===== config.mk =====
export PLATFORM = sky130hd
export DESIGN_NAME = nmea_fast_packet_framer
export DESIGN_NICKNAME = d
export VERILOG_FILES = /design/src/rtl/nfpf_pkg.sv /design/src/rtl/nfpf_step.sv /design/src/rtl/nmea_fast_packet_framer.sv
export SDC_FILE = /design/constraint.sdc
export NUM_CORES = 1
export LEC_CHECK = 0
export ABC_AREA = 1
export BUFFER_PORTS_ARGS = -buffer_cell sky130_fd_sc_hd__buf_2
export CORE_MARGIN = 10
export CORE_UTILIZATION = 45
export DETAILED_ROUTE_END_ITERATION = 8
export GPL_TIMING_DRIVEN = 0
export MAX_ROUTING_LAYER = met4
export PLACE_DENSITY = 0.71
export SLEW_MARGIN = 30
export SYNTH_ARGS = -nofsm -noshare
export SYNTH_HDL_FRONTEND = slang
export SYNTH_SLANG_ARGS = --single-unit

===== constraint.sdc =====
create_clock -name clk -period 10.3 [get_ports clk]
set_clock_uncertainty 0.05 [all_clocks]
set_input_delay 1.545 -clock clk [delete_from_list [all_inputs] [get_ports clk]]
set_output_delay 1.545 -clock clk [all_outputs]
set_load 0.01 [all_outputs]

===== src/rtl/nfpf_pkg.sv =====
`default_nettype none

package nfpf_pkg;

	localparam logic [7:0] MAX_MESSAGE_BYTES = 8'd223;
	localparam logic [7:0] SINGLE_FRAME_MAX  = 8'd8;
	localparam logic [3:0] FRAME_BYTES       = 4'd8;
	localparam logic [3:0] PDU2_NIBBLE       = 4'hF;

	// framer state carried from beat to beat
	typedef struct packed {
		logic [2:0]  seq;
		logic [63:0] buffer;
		logic [3:0]  bytes_in_frame;
		logic [4:0]  frame_index;
		logic [7:0]  bytes_remaining;
		logic [31:0] ident;
		logic [63:0] msg_time;
		logic        fast_mode;
	} nfpf_state_t;

	// one input beat
	typedef struct packed {
		logic        first_byte;
		logic [7:0]  data_byte;
		logic [7:0]  message_length;
		logic [2:0]  priority_req;
		logic [17:0] pgn;
		logic [7:0]  source_address;
		logic [7:0]  destination_address;
		logic [63:0] timestamp;
	} nfpf_item_t;

	// one finished frame
	typedef struct packed {
		logic        emit;
		logic [31:0] ident;
		logic [63:0] data;
		logic [3:0]  length;
		logic [63:0] msg_time;
		logic        last;
	} nfpf_frame_t;

	// extended identifier: prio 28..26, pgn 25..8, src 7..0, bit 31 set
	function automatic logic [31:0] build_ident(
		input logic [2:0]  prio,
		input logic [17:0] pgn,
		input logic [7:0]  src,
		input logic [7:0]  dst
	);
		logic [31:0] id;
		id = {1'b1, 2'b00, prio, pgn, src};
		if (pgn[15:12] != PDU2_NIBBLE) begin
			id[15:8] = id[15:8] | dst;
		end
		return id;
	endfunction

	// fast packet header byte: message sequence less one in 7..5, frame index in 4..0
	function automatic logic [7:0] header_byte(
		input logic [2:0] seq,
		input logic [4:0] idx
	);
		return {seq - 3'd1, idx};
	endfunction

endpackage

`default_nettype wire


===== src/rtl/nfpf_step.sv =====
`default_nettype none

// One beat of framing: next state and the frame, if any, that the beat closes.
module nfpf_step (
	input  wire nfpf_pkg::nfpf_state_t cur,
	input  wire nfpf_pkg::nfpf_item_t  item,
	output nfpf_pkg::nfpf_state_t      nxt,
	output nfpf_pkg::nfpf_frame_t      frame
);

	nfpf_pkg::nfpf_state_t st;
	logic [7:0]            len_sat;
	logic                  last;

	always_comb begin
		st      = cur;
		frame   = '0;
		last    = 1'b0;
		len_sat = (item.message_length > nfpf_pkg::MAX_MESSAGE_BYTES) ?
			nfpf_pkg::MAX_MESSAGE_BYTES : item.message_length;

		if (item.first_byte) begin
			st.ident = nfpf_pkg::build_ident(item.priority_req, item.pgn,
				item.source_address, item.destination_address);
			st.msg_time        = item.timestamp;
			st.bytes_remaining = len_sat;
			st.buffer          = '0;
			st.bytes_in_frame  = '0;
			st.frame_index     = '0;
			st.fast_mode       = 1'b0;
			if (len_sat > nfpf_pkg::SINGLE_FRAME_MAX) begin
				st.fast_mode      = 1'b1;
				st.seq            = st.seq + 3'd1;
				st.buffer         = {48'd0, len_sat, nfpf_pkg::header_byte(st.seq, 5'd0)};
				st.bytes_in_frame = 4'd2;
			end
		end

		if (st.bytes_remaining != 8'd0) begin
			for (int k = 0; k < 8; k++) begin
				if (st.bytes_in_frame[2:0] == 3'(k)) begin
					st.buffer[8*k +: 8] = st.buffer[8*k +: 8] | item.data_byte;
				end
			end
			st.bytes_in_frame  = st.bytes_in_frame + 4'd1;
			st.bytes_remaining = st.bytes_remaining - 8'd1;
			last               = (st.bytes_remaining == 8'd0);

			if (last || (st.bytes_in_frame >= nfpf_pkg::FRAME_BYTES)) begin
				frame.emit     = 1'b1;
				frame.ident    = st.ident;
				frame.data     = st.buffer;
				frame.length   = st.bytes_in_frame;
				frame.msg_time = st.msg_time;
				frame.last     = last;
				if (last) begin
					st.buffer         = '0;
					st.bytes_in_frame = '0;
					st.frame_index    = '0;
					st.fast_mode      = 1'b0;
				end else begin
					st.frame_index = st.frame_index + 5'd1;
					if (st.fast_mode) begin
						st.buffer = {56'd0, nfpf_pkg::header_byte(st.seq, st.frame_index)};
						st.bytes_in_frame = 4'd1;
					end else begin
						st.buffer         = '0;
						st.bytes_in_frame = '0;
					end
				end
			end
		end

		nxt = st;
	end

endmodule

`default_nettype wire


===== src/rtl/nmea_fast_packet_framer.sv =====
// A beat is registered at the input; the frame it closes, in the output register.
// One payload byte per cycle unless the output stalls; at most one frame per byte.
// in_stall rises only while the output register holds a frame that is stalled.
// Reset (arst_n low, asynchronous) clears the framer state, the sequence number
// and both valid flags; no frame is pending after reset.
`default_nettype none

module nmea_fast_packet_framer (
	input  wire logic        clk,
	input  wire logic        arst_n,

	// payload byte channel
	input  wire logic        in_valid,
	output logic             in_stall,
	input  wire logic        first_byte,
	input  wire logic [7:0]  data_byte,
	input  wire logic [7:0]  message_length,
	input  wire logic [2:0]  priority_req,
	input  wire logic [17:0] pgn,
	input  wire logic [7:0]  source_address,
	input  wire logic [7:0]  destination_address,
	input  wire logic [63:0] timestamp,

	// CAN frame channel
	output logic             out_valid,
	input  wire logic        out_stall,
	output logic [31:0]      can_identifier,
	output logic [63:0]      frame_data,
	output logic [3:0]       frame_length,
	output logic [63:0]      frame_time,
	output logic             last_frame
);

	// ------------------------------------------------------------------
	// Stage 1: input register. A beat sits here until the output register
	// can take whatever it produces.
	// ------------------------------------------------------------------
	logic                  valid_s1;
	nfpf_pkg::nfpf_item_t  item_s1;
	logic                  in_accept;
	logic                  advance;
	logic                  fire;

	// framer state and the combinational step
	nfpf_pkg::nfpf_state_t state_q;
	nfpf_pkg::nfpf_state_t state_nxt;
	nfpf_pkg::nfpf_frame_t frame;

	// output register
	logic                  out_valid_q;
	logic [31:0]           can_identifier_q;
	logic [63:0]           frame_data_q;
	logic [3:0]            frame_length_q;
	logic [63:0]           frame_time_q;
	logic                  last_frame_q;

	// Output register is free when empty or being drained this cycle.
	assign advance   = !out_valid_q || !out_stall;
	assign fire      = valid_s1 && advance;
	assign in_stall  = valid_s1 && !advance;
	assign in_accept = in_valid && !in_stall;

	always_ff @(posedge clk or negedge arst_n) begin
		if (!arst_n) begin
			valid_s1 <= 1'b0;
		end else if (in_accept) begin
			valid_s1 <= 1'b1;
		end else if (advance) begin
			valid_s1 <= 1'b0;
		end
	end

	always_ff @(posedge clk) begin
		if (in_accept) begin
			item_s1.first_byte          <= first_byte;
			item_s1.data_byte           <= data_byte;
			item_s1.message_length      <= message_length;
			item_s1.priority_req        <= priority_req;
			item_s1.pgn                 <= pgn;
			item_s1.source_address      <= source_address;
			item_s1.destination_address <= destination_address;
			item_s1.timestamp           <= timestamp;
		end
	end

	// ------------------------------------------------------------------
	// Framing step: header latch, byte packing, frame close decision.
	// ------------------------------------------------------------------
	nfpf_step u_step (
		.cur   (state_q),
		.item  (item_s1),
		.nxt   (state_nxt),
		.frame (frame)
	);

	// State moves only when the stage-1 beat is consumed.
	always_ff @(posedge clk or negedge arst_n) begin
		if (!arst_n) begin
			state_q <= '0;
		end else if (fire) begin
			state_q <= state_nxt;
		end
	end

	// ------------------------------------------------------------------
	// Output register: holds a finished frame until the sink takes it.
	// ------------------------------------------------------------------
	always_ff @(posedge clk or negedge arst_n) begin
		if (!arst_n) begin
			out_valid_q <= 1'b0;
		end else if (fire) begin
			out_valid_q <= frame.emit;
		end else if (!out_stall) begin
			out_valid_q <= 1'b0;
		end
	end

	always_ff @(posedge clk) begin
		if (fire && frame.emit) begin
			can_identifier_q <= frame.ident;
			frame_data_q     <= frame.data;
			frame_length_q   <= frame.length;
			frame_time_q     <= frame.msg_time;
			last_frame_q     <= frame.last;
		end
	end

	assign out_valid      = out_valid_q;
	assign can_identifier = can_identifier_q;
	assign frame_data     = frame_data_q;
	assign frame_length   = frame_length_q;
	assign frame_time     = frame_time_q;
	assign last_frame     = last_frame_q;

endmodule

`default_nettype wire


== After elaboration in Yosys (flattened, before gate mapping) ==
Cells that the tools add are included.
Storage, ports and cells
  flip-flop bits (word level): 466
  bits in latches: 0
  bits in writable memories: 0
  bits in read-only memories: 0
  input bits: 122
  output and inout port bits: 167
  word-level logic and storage cells: 91
  memories: 0
Operators by class
  add/subtract/negate cells: 6
  $mul: 0
  divide/modulo/power cells: 0
  order comparisons: 3
  equality and inequality tests: 9
  shifts and indexed selects: 0
  multiplexer cells: 26
  bitwise gates (word level): 9
  reductions and logical operators: 15
Operators by type and width (count)
  166-bit 2-to-1 mux: 2
  181-bit 2-to-1 mux: 1
  73-bit 2-to-1 mux: 2
  81-bit 2-to-1 mux: 1
  8-bit 2-to-1 mux: 10
  8-bit OR: 9
  71-bit 2-to-1 mux: 1
  3-bit equality test (second input constant): 4
  12-bit 2-to-1 mux: 1
  8-bit by 4-bit greater-than comparator with 1-bit output (second input constant): 1
  8-bit greater-than comparator (second input constant): 1
  8-bit zero test: 1
  1-bit 2-to-1 mux: 8
  8-bit nonzero test: 1
  8-bit by 1-bit subtractor with 8-bit output (second input constant): 1
  3-bit by 2-bit equality test with 1-bit output (second input constant): 2
  3-bit by 1-bit subtractor with 3-bit output (second input constant): 2
  5-bit by 1-bit adder with 5-bit output (second input constant): 1
  4-bit by 1-bit adder with 4-bit output (second input constant): 1
  4-bit greater-or-equal comparator (second input constant): 1
  1-bit logical AND: 4
  1-bit zero test: 4
  4-bit inequality test (second input constant): 1
  3-bit by 1-bit adder with 3-bit output (second input constant): 1
  6 further kinds: 7

== Depth between registers and ports, before layout ==
Gate-level depths: netlist of run 1.
  word-level depth: 11
  gate-level depth with buffers: 19
  mapped depth without buffers: 18

== Cells and area by module ==
A second synthesis of run 1 with hierarchy kept.
Second synthesis, totals
  cells, all modules: 2199
  area total of the unflattened synthesis: 20923.8 um^2
Modules (own cells, without submodules)
  nmea_fast_packet_framer: instances 1, cells each 1080, area each 15741.3 um^2, sequential area each 13077.5 um^2
  nfpf_step: instances 1, cells each 1119, area each 5182.5 um^2, sequential area each 0.0 um^2

== Worst setup path before layout of run 1 ==
OpenSTA, ideal clock, no wires.
  path kind: in2reg
  from: in out_stall
  to: reg can_identifier_q[0] (netlist: can_identifier[0]) (enable)
  setup time: 692 ps
  data arrival time: 9436 ps
  required time: 9558 ps
  path slack: 122 ps
  stages: 8
  buffers on the path: 3
  path through: nand2_1 inv_1 nor2_1 inv_1 clkbuf_1 clkbuf_1 clkbuf_1 nor2_1
On the way
  longest elaborated chain between the ends: 4
Ends and longest elaborated chain
  start, declared: line nmea_fast_packet_framer.sv:26  | input wire logic out_stall,
  1-bit zero test
  1-bit logical OR: line nmea_fast_packet_framer.sv:58  | assign advance = !out_valid_q || !out_stall;
  1-bit logical AND: line nmea_fast_packet_framer.sv:59  | assign fire = valid_s1 && advance;
  1-bit logical AND: line nmea_fast_packet_framer.sv:119  | if (fire && frame.emit) begin
  end signal, assigned: line nmea_fast_packet_framer.sv:120  | can_identifier_q <= frame.ident;
  end, declared: line nmea_fast_packet_framer.sv:51  | logic [31:0] can_identifier_q;
No other way between the ends.
A chain may end at the register's enable or synchronous reset.

== Worst setup path in the final report of run 1 ==
  from: in out_stall
  to: reg frame_data_q[60] (netlist: frame_data[60]) (enable)
On the way
  longest elaborated chain between the ends: 4
Ends and longest elaborated chain
  1-bit zero test
  1-bit logical OR: line nmea_fast_packet_framer.sv:58
  1-bit logical AND: line nmea_fast_packet_framer.sv:59
  1-bit logical AND: line nmea_fast_packet_framer.sv:119
  end signal, assigned: line nmea_fast_packet_framer.sv:121  | frame_data_q <= frame.data;
  end, declared: line nmea_fast_packet_framer.sv:52  | logic [63:0] frame_data_q;
No other way between the ends.

==> results.cfg, run 1 <==
[run_status]
outcome = complete, no violations

[critical_path]
cp_max_fo = 25
start_kind = primary input
crit_arrival_ns = 4.92
crit_path_end_kind = flop
critPathRequiredTime_ns = 10.52
crit_type = in -> reg

[clock_network]
path_clk_slew_ns = 0.06
ctsHoldBuffers = 0
cts_tree = yes
cts_htree_levels = 2
insertion_delay_ns = 0.59
cts_made_buffers = 49
root_buffer = clkbuf_16
postCtsSetupBuffers = 0
clock_sinks = 466
post_cts_resized = 0
cts_buffer_depth = 3

[timing]
rsz0062_at_grt = false
maxSlewViolCount = 0
timing_hold_violations_final = 0
timing.fmax_ghz = 0.213
tightest_slew_ns = 0.887
setup_viol = 0
worst_slack_ns = 5.60
period_minus_slack_ns = 4.70
relSlewSlack_pct = 40.9
period_share_pct = 45.7

[routing]
drt_drc_violations_left = 0
drt_wl_total_um = 52100
num_vias = 14200
initialDrtViolationCount = 1428
viasPerCell = 5.28
dr.pass1.iters = 6
detail_route.wl_per_cell_um = 19.3
ant_nets = 0

[floorplan]
die_y_um = 227
rows = 75
io_pins = 289
coreArea_sq_um = 42100
die-width_um = 227
start_util_pct = 45.6
design.die.area_sq_um = 51400

[cells_and_area]
final_nets = 2241
post_layout_nonfiller_instances = 2698
drive_gt1_share_pct = 20.1
syn2layout_area_growth_pct = 22.3
fill_cells = 3531

[power_and_ir_drop]
p_leak_uw = 0.0101
power_density_nw_per_um2 = 240
vdd_ir_drop_max_mv = 0.157

[grt]
met2_usage_pct = 33.4
grt_use_met3_pct = 4.42
grt_usage_pct = 20.6
antenna_found_initial = 12
grt-ovfl-total = 0
grt_max_degree = 70
grt_pass1_vias = 14600
grt_most_used_layer = met2
grt_pass1_wl_um = 80900
use_met1_pct = 25.4

[logic_synthesis]
synth_xor_area_share_pct = 0.228
synthAdderAreaFrac_pct = 0.781
syn_avg_cell_area_sq_um = 10.9
ys_seq_elements = 466
synth_top_family_by_area = simple AND/OR/NAND/NOR gates
async_flop_share_pct = 39.3
synth.distinct_cells = 33
syn_inst = 1757
syn_area_sq_um = 19200
synth_edf_count = 283
muxShareOfSynthArea_pct = 4.37
synth_seq_area_share_pct = 68.0
yosysWarnings = 0
syn_nets = 1891
yosys.area_share.simple_pct = 13.3
synth-compound-area-share_pct = 8.24
synth_top_area_share_pct = 44.2
synth_top_area_cell = edfxtp_1
ys_top_cells_by_count = 315 x nand2_1, 283 x edfxtp_1, 237 x nor2_1, 211 x o21ai_0, 183 x dfrtp_1
synth_ff_type = edfxtp_1
synth.area.top_cells = edfxtp_1 44%, dfrtp_1 24%, nand2_1 6.2%, o21ai_0 5.5%, nor2_1 4.6%
yosysMostFrequentCell = nand2_1

[placed_design]
dpl_worst_slack_ns = 4.98
io_buffers = 288
place.gp.congestion = 0.900
dpl.hpwl_um = 36200
dp.cells = 2595

[run]
cap_viol_max_count = 0

[min_path]
hold_class = reg -> reg
[through the flow]
stage	utilization (%)	hold WS [ns]	power, uW	area, sq um	TNS, ns
4_1_cts	55.7	0.402	5660	23500	0
6_report	55.8	0.402	5630	23500	0
3_3_place_gp	50.6	0.383	3650	21300	-765.97
3_5_place_dp	51.4	0.387	3700	21700	0
5_1_grt	55.8	0.418	5920	23500	0
2_1_floorplan	-	0.373	3280	19200	0
[final timing paths]
| path | slack (ns) | end | start | depth (start not counted) |
|---|---|---|---|---|
| setup / recovery | 5.60 | frame_data[60]$_SDFFCE_PN0P_ | out_stall | 12 |
| hold / removal | 0.40 | state_q[96]$_DFFE_PN0P_ | state_q[96]$_DFFE_PN0P_ | 2 |
| setup reg to reg | 6.16 | frame_data[60]$_SDFFCE_PN0P_ | item_s1[117]$_DFFE_PP_ | 20 |
| hold reg to reg | 0.40 | state_q[96]$_DFFE_PN0P_ | state_q[96]$_DFFE_PN0P_ | 2 |
| max in group asynchronous | 8.23 | state_q[167]$_DFFE_PN0P_ | arst_n | 3 |
| min in group asynchronous | 0.83 | state_q[42]$_DFFE_PN0P_ | arst_n | 1 |
[sequential cells by signal, summed over array words and instances (netlist names)]
name            flops
last_frame          1
state_q           181
valid_s1            1
frame_time         64
out_valid           1
item_s1           118
frame_length        4
frame_data         64
can_identifier     32
[worst max-delay path, stage by stage]
cell and delay (ns):
buf_2 0.11, nand2_1 0.09, inv_1 0.04, nor2_1 0.50
inv_1 0.20, clkbuf_1 0.41, clkbuf_1 0.46, clkbuf_1 0.39
nor2_4 0.50, buf_16 0.24, buf_16 0.19, buf_16 0.19
[layer usage]
| layer | wire length, um | vias up |
|---|---|---|
| met4 | 1340 | 0 |
| met5 | 0 | - |
| li1 | - | 6652 |
| met1 | 21300 | 6921 |
| met2 | 25600 | 556 |
| met3 | 3850 | 108 |
[cell type report]
cell class,instances,area [sq um],area share [%]
inverters,147,559,2.38
multi-input cells,1047,5190,22.1
plain buffers,97,422,1.79
clock buffers,62,1380,5.86
clock inverters,29,419,1.78
diodes,12,30.0,0.128
well taps,539,674,2.87
repair buffers,299,1750,7.46
flip-flops and latches,466,13100,55.6
[report_power, final]
group / switching, uW / total [uW] / internal [uW]
Clock: 745 / 1950 / 1200
Combinational: 778 / 1160 / 381
Sequential: 164 / 2530 / 2360
[kinds of logic after synthesis]
group,after synthesis
fa+ha+maj,12
buf+inv,244
simple gates,644
compound gates,302
flops,466
mux,84
xor+xnor,5
[cell usage in the layout (no fill, tap or decap), types with 7 or more instances in the layout]
master | Yosys | layout
ha_1 | 12 | 12
nand2_1 | 315 | 315
buf_1 | 10 | 10
buf_2 | 34 | 321
a21oi_1 | 42 | 42
nand3_1 | 74 | 74
inv_1 | 145 | 144
diode_2 | 0 | 12
o22ai_1 | 31 | 31
mux2i_1 | 84 | 84
bufinv_16 | 0 | 10
o21ai_0 | 211 | 211
dfrtp_1 | 183 | 183
edfxtp_1 | 283 | 283
clkinv_2 | 0 | 7
buf_16 | 0 | 11
clkbuf_1 | 50 | 55
clkbuf_16 | 0 | 51
nor2_1 | 237 | 235
o21ai_1 | 9 | 9
Note: power is estimated with default switching activity, not from simulation.
==> inputs of run 2 (changes only) <==
--- a/config.mk
+++ b/config.mk
@@ -12,7 +12,7 @@
 export DETAILED_ROUTE_END_ITERATION = 8
 export GPL_TIMING_DRIVEN = 0
 export MAX_ROUTING_LAYER = met4
-export PLACE_DENSITY = 0.71
+export PLACE_DENSITY = 0.68
 export SLEW_MARGIN = 30
 export SYNTH_ARGS = -nofsm -noshare
 export SYNTH_HDL_FRONTEND = slang
==> constraint.sdc (replaced) <==
create_clock -name clk -period 4.5 [get_ports clk]
set_clock_uncertainty 0.05 [all_clocks]
set_input_delay 0.675 -clock clk [delete_from_list [all_inputs] [get_ports clk]]
set_output_delay 0.675 -clock clk [all_outputs]
set_load 0.01 [all_outputs]
==> run 2 against run 1 <==
Die area is the same. Power is 120% higher. Sequential share of layout area grew 0.24 points. Global-route usage is 0.64 points higher. Sequential power grew 130%. Hold slack got worse by 0.21 ns.
==> results.cfg, run 2 (synthesis gave the netlist of run 1 again) <==
[run_status]
outcome = complete, no violations

[placed_design]
dpl.hpwl_um = 37400
io_buffers = 288
place.gp.congestion = 0.896
place_area_sq_um = 21700

[critical_path]
crit_path_end_kind = flop
crit_arrival_ns = 4.51
cp_max_fo = 24
start_kind = flop
critPathRequiredTime_ns = 4.75
crit_type = reg -> reg

[routing]
initialDrtViolationCount = 1182
viasPerCell = 5.30
drt_drc_violations_left = 0
num_vias = 14300
ant_nets = 0
drt_wl_total_um = 53900
detail_route.wl_per_cell_um = 20.0
dr.pass1.iters = 6

[grt]
grt_pass1_wl_um = 82100
grt_usage_pct = 21.3
antenna_found_initial = 8
grt_max_degree = 88
grt_pass1_vias = 14500
grt-ovfl-total = 0

[floorplan]
die_y_um = 227
design.die.area_sq_um = 51400
start_util_pct = 45.6
rows = 75
coreArea_sq_um = 42100
die-width_um = 227
io_pins = 289

[timing]
setup_viol = 0
relSlewSlack_pct = 40.2
timing_hold_violations_final = 0
rsz0062_at_grt = false
tightest_slew_ns = 0.889
maxSlewViolCount = 0
timing.fmax_ghz = 0.235
period_share_pct = 94.7
period_minus_slack_ns = 4.26

[run]
cap_viol_max_count = 0

[clock_network]
ctsHoldBuffers = 1
root_buffer = clkbuf_16
clock_sinks = 466
cts_made_buffers = 49
insertion_delay_ns = 0.60
postCtsSetupBuffers = 0
cts_buffer_depth = 3
path_clk_slew_ns = 0.06
cts_tree = yes
cts_htree_levels = 2
post_cts_resized = 0

[power_and_ir_drop]
power_uw = 12600
vdd_ir_drop_max_mv = 0.348
p_leak_uw = 0.0100
power_density_nw_per_um2 = 540

[cells_and_area]
syn2layout_area_growth_pct = 21.7
largest_reg_flops = 181
mostFrequentLayoutCells = 319 x buf_2, 314 x nand2_1, 283 x edfxtp_1, 235 x nor2_1, 210 x o21ai_0
reg.largest.list = state_q (181), item_s1 (118)
final_nets = 2242
top_register = state_q
mostFrequentLayoutCell = buf_2
fin_area_sq_um = 23400
final_core_util_pct = 55.5
drive_gt1_share_pct = 20.2

[min_path]
hold_class = in -> reg
==> run 2: changes by cell type in the layout (fill, tap and decap cells not counted), sizes merged <==
| cell | delta |
|---|---|
| diode | -3 |
| clkinvlp | +5 |
| clkbuf | -7 |
| dlygate4sd3 | +1 |
| bufinv | -3 |
| inv | +3 |
| clkinv | +3 |
==> run 2: per-stage QoR <==
| step | cells | TNS [ns] | hold slack [ns] | setup slack (ns) |
|---|---|---|---|---|
| after CTS | 2688 | 0 | 0.158 | 0.220 |
| after global placement | 2584 | -648.93 | 0.388 | -2.79 |
| after floorplan | 1757 | -75.48 | 0.329 | -0.457 |
| final | 2697 | 0 | 0.193 | 0.237 |
| after global routing | 2696 | 0 | 0.162 | 0.0140 |
| after detailed placement | 2595 | -3.23 | 0.402 | -0.137 |
==> run 2: cell type report <==
type | instances | area (sq um)
fill | 3582 | 18700
clock buffer | 55 | 1270
sequential | 466 | 13100
tap | 539 | 674
buffer | 97 | 434
clock inverter | 37 | 400
inverter | 147 | 559
multi-input combinational | 1047 | 5200
timing repair buffer | 300 | 1760
antenna | 9 | 22.5
==> run 2: routing by layer <==
metal	vias to the layer above	GRT usage, %	share of wire (%)
met2	553	33.1	47
met1	6962	26.5	41
met4	0	6.51	2.7
met3	111	6.25	9.4
li1	6662	-	-
met5	-	-	0
==> run 2: path summary, 6_finish.rpt <==
check                                               to  slack, ns  cells after the start                    start
setup reg to reg           frame_data[5]$_SDFFCE_PN0P_       0.24                     11    out_valid$_DFFE_PN0P_
hold reg to reg                state_q[96]$_DFFE_PN0P_       0.42                      2  state_q[96]$_DFFE_PN0P_
setup / recovery           frame_data[5]$_SDFFCE_PN0P_       0.24                     11    out_valid$_DFFE_PN0P_
hold / removal                   item_s1[27]$_DFFE_PP_       0.19                      1            timestamp[27]
max in group asynchronous      state_q[40]$_DFFE_PN0P_       3.07                      3                   arst_n
min in group asynchronous     state_q[160]$_DFFE_PN0P_       0.56                      2                   arst_n
==> run 2: power breakdown <==
group / leakage, uW / total, uW / internal, uW / switching [uW]
registers: 0.00504 / 5770 / 5410 / 363
logic: 0.00417 / 2660 / 880 / 1790
clock network: 0.000799 / 4210 / 2450 / 1760
==> run 2: critical path, stage by stage, from the launching register on <==
cell and delay, ns:
dfrtp_1 0.40, nand2_1 0.12, inv_1 0.05, nor2_1 0.56, inv_1 0.24, clkbuf_1 0.40, clkbuf_1 0.46, clkbuf_1 0.46
nor2_4 0.56, buf_16 0.25, buf_16 0.19, buf_16 0.18
==> inputs of run 3 (changes only) <==
--- a/config.mk
+++ b/config.mk
@@ -5,14 +5,13 @@
 export SDC_FILE = /design/constraint.sdc
 export NUM_CORES = 1
 export LEC_CHECK = 0
-export ABC_AREA = 1
 export BUFFER_PORTS_ARGS = -buffer_cell sky130_fd_sc_hd__buf_2
 export CORE_MARGIN = 10
 export CORE_UTILIZATION = 45
 export DETAILED_ROUTE_END_ITERATION = 8
 export GPL_TIMING_DRIVEN = 0
 export MAX_ROUTING_LAYER = met4
-export PLACE_DENSITY = 0.68
+export PLACE_DENSITY = 0.69
 export SLEW_MARGIN = 30
 export SYNTH_ARGS = -nofsm -noshare
 export SYNTH_HDL_FRONTEND = slang
==> run 3 against run 2 <==
Register-to-register slack improved by 0.33 ns. Maximum frequency rose by 8.5%. Largest cell class unchanged. Highest routed layer unchanged. Worst setup slack improved by 0.33 ns. Hold slack improved by 0.029 ns. Utilization increased by 0.22 points.
==> results.cfg, run 3 <==
[power_and_ir_drop]
power_uw = 10200
p_int_uw = 7730
p_leak_uw = 0.00959
comb_power_share_pct = 11.6
swShare_pct = 24.6
p_sw_uw = 2520
p_clk_share_pct = 38.4
seqPwrFrac_pct = 50.0
vdd_ir_drop_max_mv = 0.312
power_density_nw_per_um2 = 448

[timing]
tightest_slew_ns = 0.959
period_minus_slack_ns = 3.93
relSlewSlack_pct = 36.1
maxSlewViolCount = 0
rsz0062_at_grt = false
timing_hold_violations_final = 0
timing.fmax_ghz = 0.254
setup_viol = 0
period_share_pct = 87.3

[cells_and_area]
top_register = state_q
final_core_util_pct = 55.8
fill_cells = 3365
largest_reg_flops = 181
reg.largest.list = state_q (181), item_s1 (118)
drive_gt1_share_pct = 30.2
final_nets = 1795
mostFrequentLayoutCell = buf_2
post_layout_nonfiller_instances = 2243
mostFrequentLayoutCells = 298 x buf_2, 283 x edfxtp_1, 183 x dfrtp_1, 174 x nor2_1, 90 x mux2i_1
syn2layout_area_growth_pct = 22.1

[logic_synthesis]
ys_seq_elements = 466
synth_edf_count = 283
yosysMostFrequentCell = edfxtp_1
syn_inst = 1308
synth.distinct_cells = 56
ys_top_cells_by_count = 283 x edfxtp_1, 183 x dfrtp_1, 174 x nor2_1, 92 x mux2i_1, 86 x mux2_2
synth_top_area_cell = edfxtp_1
async_flop_share_pct = 39.3
syn_avg_cell_area_sq_um = 14.3
yosysWarnings = 0
syn_nets = 1442
synth_seq_area_share_pct = 69.8
synth_ff_type = edfxtp_1
syn_area_sq_um = 18700
synth_top_area_share_pct = 45.4
synth.area.top_cells = edfxtp_1 45%, dfrtp_1 24%, mux2_2 5.2%, mux2i_1 4.9%, nor2_1 3.5%

[critical_path]
timing.critical_path.buf_inv = 6
critPathRequiredTime_ns = 4.92
path_delay_family = buffers and inverters
cp_slowest_stage_delay_ns = 0.54
r2r-start = item_s1[117]$_DFFE_PP_
crit_arrival_ns = 4.35
crit_type = reg -> reg
worst-path-stages = 13
reg2reg_depth = 13
cp_max_fo = 10
crit_path_end_kind = flop
crit_chain = buf_6 -> buf_6 -> clkbuf_1 -> clkbuf_1 -> nand2_1 -> o21ai_0 -> inv_1 -> ha_1 -> nor2b_1 -> clkbuf_1 -> a21boi_0 -> a2111oi_0 -> a211o_1
slowest_stage = clkbuf_1
crit_start = item_s1[117]$_DFFE_PP_
start_kind = flop
worst_path_most_repeated_cell = clkbuf_1

[clock_network]
cts_buffer_depth = 3
insertion_delay_ns = 0.58
cts_made_buffers = 47
root_buffer = clkbuf_16
cts_tree = yes
path_clk_slew_ns = 0.07
cts_htree_levels = 2
postCtsSetupBuffers = 0
clock_sinks = 466

[floorplan]
io_pins = 289
die_y_um = 224
start_util_pct = 45.7
coreArea_sq_um = 41000
die-width_um = 224
design.die.area_sq_um = 50200
rows = 74

[routing]
num_vias = 12100
detail_route.wl_per_cell_um = 21.8
dr.pass1.iters = 5
ant_nets = 0
drt_wl_total_um = 48800
drt_drc_violations_left = 0
viasPerCell = 5.39
initialDrtViolationCount = 1171

[run]
cap_viol_max_count = 0

[grt]
grt_pass1_wl_um = 75000
grt_max_degree = 76
grt_pass1_vias = 12700
antenna_found_initial = 10
grt_usage_pct = 19.8
grt-ovfl-total = 0

[min_path]
hold_class = in -> reg
hold_path.startpoint = timestamp[47]
hold_path_depth = 1

[placed_design]
dpl.hpwl_um = 34600
dp.cells = 2143
io_buffers = 288
place.gp.congestion = 0.890

[run_status]
outcome = complete, no violations
[run 3: cell count changes after synthesis, sizes merged, moves of 37 or more]
| cell | delta |
|---|---|
| nand3 | -58 |
| a22oi | +55 |
| nand2 | -262 |
| a22o | +37 |
| inv | -129 |
| mux2 | +86 |
| o21ai | -193 |
| nor2 | -63 |
[run 3: metal layers]
metal	part of all wire (%)	wire length, um	GRT usage (%)	up-vias
li1	-	-	-	5589
met1	42	20700	25.0	6001
met2	48	23300	31.0	433
met3	7.3	3560	4.83	77
met4	2.5	1210	6.12	0
met5	0	0	-	-
[run 3: path summary, 6_finish.rpt]
kind	to	slack, ns
min	item_s1[47]$_DFFE_PP_	0.22
min in group asynchronous	state_q[53]$_DFFE_PN0P_	0.56
max	state_q[120]$_DFFE_PN0P_	0.57
max reg2reg	state_q[120]$_DFFE_PN0P_	0.57
max in group asynchronous	state_q[71]$_DFFE_PN0P_	3.04
min reg2reg	state_q[96]$_DFFE_PN0P_	0.42
[run 3: cell type report]
type | instances | area, sq um | area share (%)
Antenna cell | 11 | 27.5 | 0.120
Buffer | 97 | 500 | 2.19
Clock buffer | 60 | 1250 | 5.49
Clock inverter | 28 | 285 | 1.25
Inverter | 18 | 70.1 | 0.306
Multi-Input combinational cell | 727 | 5160 | 22.6
Sequential cell | 466 | 13100 | 57.2
Tap cell | 532 | 666 | 2.91
Timing Repair Buffer | 304 | 1830 | 8.00
[run 3: power by group through the flow]
stage	Combinational (uW)	Clock [uW]	Sequential (uW)
2_1_floorplan	803	0	5170
3_3_place_gp	1120	0	5200
3_5_place_dp	1190	0	5200
4_1_cts	1200	4010	5120
5_1_grt	1320	4180	5160
6_report	1190	3930	5130
[run 3: kinds of logic after synthesis]
kind of cell	synth area share, %
multiplexers	10.2
AND/OR/NAND/NOR	7.08
adder cells (fa/ha/maj)	0.801
flip-flops	69.8
AO/OA/AOI/OAI	8.67
XOR/XNOR	0.561
buffers and inverters	2.89
[run 3: metrics by stage]
stage	TNS (ns)	setup slack, ns	cell area (sq um)	hold WS, ns
floorplan	-55.90	-0.337	18800	0.329
global placement	-624.30	-2.10	20900	0.401
detailed placement	0	0.682	21300	0.403
CTS	0	0.666	22800	0.185
global route	0	0.156	22900	0.201
finish	0	0.569	22900	0.222
[run 3: timing repair]
action	4_1_cts	5_1_grt
hold buffers	1	0
hold endpoints to repair	35	0
gates resized for setup	0	0
